==> config.mk <==
export PLATFORM = sky130hd
export DESIGN_NAME = ffra_dir
export DESIGN_NICKNAME = d
export VERILOG_FILES = /design/src/ffra_pkg.sv /design/src/ffra_dir.sv
export SDC_FILE = /design/constraint.sdc
export NUM_CORES = 2
export LEC_CHECK = 0
export ABC_AREA = 0
export BUFFER_PORTS_ARGS = -buffer_cell sky130_fd_sc_hd__buf_2
export CAP_MARGIN = 30
export CORE_MARGIN = 1
export CORE_UTILIZATION = 45
export CTS_CLUSTER_DIAMETER = 80
export DETAILED_ROUTE_END_ITERATION = 12
export GPL_TIMING_DRIVEN = 0
export PLACE_DENSITY_LB_ADDON = 0.05
export SYNTH_ARGS = -nofsm -noshare
export SYNTH_HDL_FRONTEND = slang
export SYNTH_MEMORY_MAX_BITS = 65536
export SYNTH_SLANG_ARGS = --single-unit
==> constraint.sdc <==
create_clock -name clock -period 14.8 [get_ports clock]
set_clock_uncertainty 0.15 [all_clocks]
set_input_delay 1.48 -clock clock [delete_from_list [all_inputs] [get_ports clock]]
set_output_delay 1.48 -clock clock [all_outputs]
set_load 0.05 [all_outputs]
==> src/ffra_pkg.sv <==
// Package with the shared types, codes and defaults of the first-fit region allocator.
`default_nettype none
package ffra_pkg;

   localparam int unsigned MAX_SLOTS_DEF  = 64;
   localparam int unsigned TAIL_ALIGN_DEF = 4;
   localparam int unsigned DATA_W         = 32;
   localparam int unsigned CUR_W          = 33;
   localparam int unsigned SLOTS_W        = 7;
   localparam int unsigned LIM_W          = 9;

   typedef enum logic [1:0] {
      CMD_WRITE     = 2'd0,
      CMD_FIRST_FIT = 2'd1,
      CMD_TAIL      = 2'd2,
      CMD_UNUSED    = 2'd3
   } ffra_cmd_type;

   typedef enum logic [1:0] {
      STS_OK      = 2'd0,
      STS_INVALID = 2'd1,
      STS_NOSPACE = 2'd2
   } ffra_status_type;

   typedef enum logic [1:0] {
      CSR_DATA_START   = 2'd0,
      CSR_REGION_END   = 2'd1,
      CSR_SLOTS_IN_USE = 2'd2
   } ffra_csr_type;

   typedef enum logic [1:0] {
      KIND_EMPTY   = 2'd0,
      KIND_VALID   = 2'd1,
      KIND_WRITING = 2'd2,
      KIND_DELETED = 2'd3
   } ffra_kind_type;

   typedef enum logic [2:0] {
      ST_IDLE,
      ST_SCAN,
      ST_DECIDE,
      ST_ALIGN,
      ST_FINISH
   } ffra_state_type;

   typedef struct packed {
      logic [1:0]        kind;
      logic [DATA_W-1:0] size;
      logic [DATA_W-1:0] start;
   } ffra_entry_type;

   function automatic logic ffra_occupied(input logic [1:0] kind);
      return (kind == KIND_VALID) || (kind == KIND_WRITING);
   endfunction

endpackage
`default_nettype wire

==> src/ffra_dir.sv <==
// Directory memory with one write port, one registered read port and per-slot valid bits.
`default_nettype none
module ffra_dir import ffra_pkg::*; #(
   parameter int unsigned MAX_SLOTS = MAX_SLOTS_DEF,
   parameter int unsigned IDX_W     = (MAX_SLOTS > 1) ? $clog2(MAX_SLOTS) : 1
) (
   input  wire logic           clock,
   input  wire logic           reset,
   input  wire logic           wr_en,
   input  wire logic [IDX_W-1:0] wr_addr,
   input  wire ffra_entry_type wr_entry,
   input  wire logic           rd_en,
   input  wire logic [IDX_W-1:0] rd_addr,
   output ffra_entry_type      rd_entry
);

   ffra_entry_type mem [MAX_SLOTS];
   logic [MAX_SLOTS-1:0] used_ff;
   ffra_entry_type       rd_data_ff;
   logic                 rd_used_ff;

   always_ff @(posedge clock) begin
      if (wr_en) begin
         mem[wr_addr] <= wr_entry;
      end
      if (rd_en) begin
         rd_data_ff <= mem[rd_addr];
      end
   end

   always_ff @(posedge clock) begin
      if (reset) begin
         used_ff    <= '0;
         rd_used_ff <= 1'b0;
      end else begin
         if (wr_en) begin
            used_ff[wr_addr] <= 1'b1;
         end
         if (rd_en) begin
            rd_used_ff <= used_ff[rd_addr];
         end
      end
   end

   always_comb begin
      rd_entry = rd_data_ff;
      if (!rd_used_ff) begin
         rd_entry.kind = KIND_EMPTY;
      end
   end

endmodule
`default_nettype wire

==> impl_results.md <==
* Cell count after synthesis at 6407
* Crit path DAT at 5.33 ns
* Placed Area at 179000 µm²
* Htree depth at 5
* Clk_lat worst skew at 0.98 ns
* Xor-xnor portion of the synthesized cell area at 0%
* Critical path launch point type: input pin
* CTS sink count at 4355
* Internal Power at 20.5 mW
* First-pass GRT wire length at 643000 µm
* Via density at 6.02
* GP Congestion at 0.741
* Pleak at 60.6 nW
* Initial Util at 45.3%
* Multiplexer share of the synthesized area at 19.2%
* Post-synthesis adder-cell area fraction at 0%
* Hold Path Depth at 2
* GR Overflow Total at 0
* Most common cell after layout, fill and taps aside: edfxtp_1
* R2R setup slack at 12.30 ns
* Residual DRC at 0
* Post-synthesis simple-gate area fraction at 0.589%
* Maximum clock rate at 209 MHz
* Register bit count reported by yosys at 4355
* Required @ worst endpoint at 15.33 ns
* Period utilization at 32.4%
* Worst Tran Pin Value at 1.07 ns
* IO Pins at 148
* Share of power burned in registers at 52.5%
* Final ANT Viol Nets at 0
* Hold_sp: used_ff[22]$_SDFFE_PP0P_
* Syn_nets at 6489
* Final hold vios at 0
* Drt wl/cell at 37.2 µm
* Most frequent cells in the layout: edfxtp_1 (4290), mux4_2 (1398), clkbuf_16 (467)
* Chip Height at 607 µm
* Total CTS buffers at 461
* Hold Crit Endpoint: used_ff[22]$_SDFFE_PP0P_
* VDD IR-drop max at 0.116 mV
* Register area share after synthesis at 79.0%
* Multi-input logic area at 33100 µm²
* Filler Cells Inserted at 27700
* CTS resizes at 0
* Chip width at 607 µm
* Vias in the first global route at 77500
* Largest net degree at the start of global routing at 65
* CTS tree: built
* Switching share of power at 21.5%
* Worst-path fanout max at 10
* Placed wire-length estimate at 326000 µm
* Cell Area, Synth at 165000 µm²
* WL final at 470000 µm
* PwrDens at 134 nW/µm²
* Final instance area at 194000 µm²
* Reg2Reg Depth at 3
* CTS Hold Bufs at 0
* Layout cell share with drive strength beyond 1 at 36.5%
* Slew HR at 29.0%
* Ys Warns at 0
* Synthesized area per cell at 25.7 µm²
* Worst setup EP type: flop
* Switching Power at 5.61 mW
* MaxCap Viol Count at 0
* Root buffer cell: clkbuf_16
* Row cnt at 221
* FF/Latch Area at 130000 µm²
* DR iter-0 viols at 8495
* Min-Delay Path Class: flop to flop
* Hold_ws at 0.318 ns
* Yosys cell types at 32
* Worst R2R Start: mem[23][49]$_DFFE_PP_
* Main combinational cell family by area after synthesis: multiplexers
* Core ar. at 363000 µm²
* Nets at 7520
* RSZ-0062 raised after global routing: false
* Combinational fraction of design power at 5.6%
* Area growth syn-to-layout at 17.9%
* Via count at 76100
* Final Critical Period at 4.79 ns
* Pre-Repair DR Iteration Count at 6
* Setup violators final at 0
* DIE AREA at 368000 µm²
* Max Slew Vio Count at 0
* Clock Power Share at 41.9%
* Total global-route track usage at 25.7%
* Clock transition at path regs at 0.06 ns
* R2R Path End: rd_entry[49]$_DFFE_PP_
* Crit path kind: input pin to flop
* Deepest clock path buffer count at 4
* Post-CTS setup repair buffer count at 0
* Status: finished clean
* Port Buffers at 141
* Synth Area in Compound Gates at 0.0843%
* Initial antenna violation count at 45
-- synthesized netlist by cell type --
cell type,instances,area (µm²)
o21ba_2,4,40.0
a311oi_1,1,8.76
o41ai_1,1,8.76
o31ai_1,1,7.51
nand3_1,9,45.0
edfxtp_1,4290,129000
inv_1,2,7.51
nand2b_1,5,31.3
mux4_2,1398,31500
nand4_1,2,12.5
mux2i_1,4,40.0
nor2_1,184,691
buf_6,8,90.1
clkbuf_1,174,653
buf_2,109,546
buf_1,38,143
nor2b_1,12,75.1
mux2_2,2,22.5
a31oi_1,2,12.5
and2_1,3,18.8
dfxtp_1,65,1300
nand2_1,10,37.5
o22ai_1,2,12.5
a211oi_1,2,15.0
nor4_1,2,12.5
a22o_1,1,8.76
nand3b_1,2,15.0
a22oi_1,2,15.0
or3_1,1,6.26
a21oi_1,2,10.0
buf_4,64,480
nor3_1,5,25.0
-- kinds of logic (layout without fill, tap and decap cells) --
| kind of cell | after synthesis | after routing |
|---|---|---|
| flops | 4355 | 4355 |
| mux | 1404 | 1404 |
| buf+inv | 395 | 1792 |
| simple gates | 235 | 235 |
| compound gates | 18 | 18 |
| other cells | 0 | 38 |
-- cell type report --
cell class              instances  share of cell area, %
inverters                       2                0.00387
clock inverters               230                  0.969
multi-input cells            1657                   17.1
clock buffers                 599                   6.30
diodes                         38                 0.0490
flip-flops and latches       4355                   67.0
repair buffers                568                   4.52
plain buffers                 393                   1.00
well taps                    4794                   3.09
-- metrics by stage --
stage	util (%)	instances	power (mW)	setup TNS (ns)	worst slack [ns]
floorplan	-	6407	14.7	0	7.59
global placement	47.2	11300	15.3	-289.33	-1.52
detailed placement	49.2	11700	15.4	0	8.90
CTS	53.1	12500	26.3	0	9.97
global route	53.4	12600	26.8	0	9.93
finish	53.4	12600	26.1	0	10.01
-- registers in the layout (all words and copies together) (netlist names) --
signal      cells
rd_used_ff      1
rd_data_ff      2
rd_entry       64
mem          4224
used_ff        64
-- worst max-delay path by stage --
stage               startpoint                endpoint  slack (ns)  cells past startpoint
floorplan                wr_en    mem[40][0]$_DFFE_PP_        7.59                      3
global placement         wr_en   mem[48][46]$_DFFE_PP_       -1.52                      4
detailed placement  rd_addr[2]  rd_entry[43]$_DFFE_PP_        8.90                      9
CTS                 rd_addr[2]  rd_entry[43]$_DFFE_PP_        9.97                      9
global route        rd_addr[2]  rd_entry[55]$_DFFE_PP_        9.93                      9
finish              rd_addr[2]  rd_entry[49]$_DFFE_PP_       10.01                      8
-- power groups by stage --
stage,Clock (mW),Sequential (mW),Combinational (mW)
after floorplan,0,13.9,0.755
after global placement,0,14.0,1.35
after detailed placement,0,13.9,1.45
after CTS,11.1,13.7,1.45
after global routing,11.6,13.7,1.53
final,10.9,13.7,1.46
-- per-layer routing --
layer / share of wire (%) / global-route usage [%] / vias up
met3: 6.2 / 3.86 / 593
met1: 41 / 35.7 / 42700
li1: - / - / 30200
met4: 3.3 / 8.04 / 2
met5: 0.0028 / 0 / -
met2: 49 / 42.1 / 2693
-- critical path, cell delays in order --
cell	delay, ns
buf_2	0.18
buf_2	0.38
clkbuf_2	0.63
buf_12	0.26
buf_1	0.72
mux4_2	0.43
mux4_2	0.62
mux4_2	0.57
Note: power is estimated with default switching activity, not from simulation.
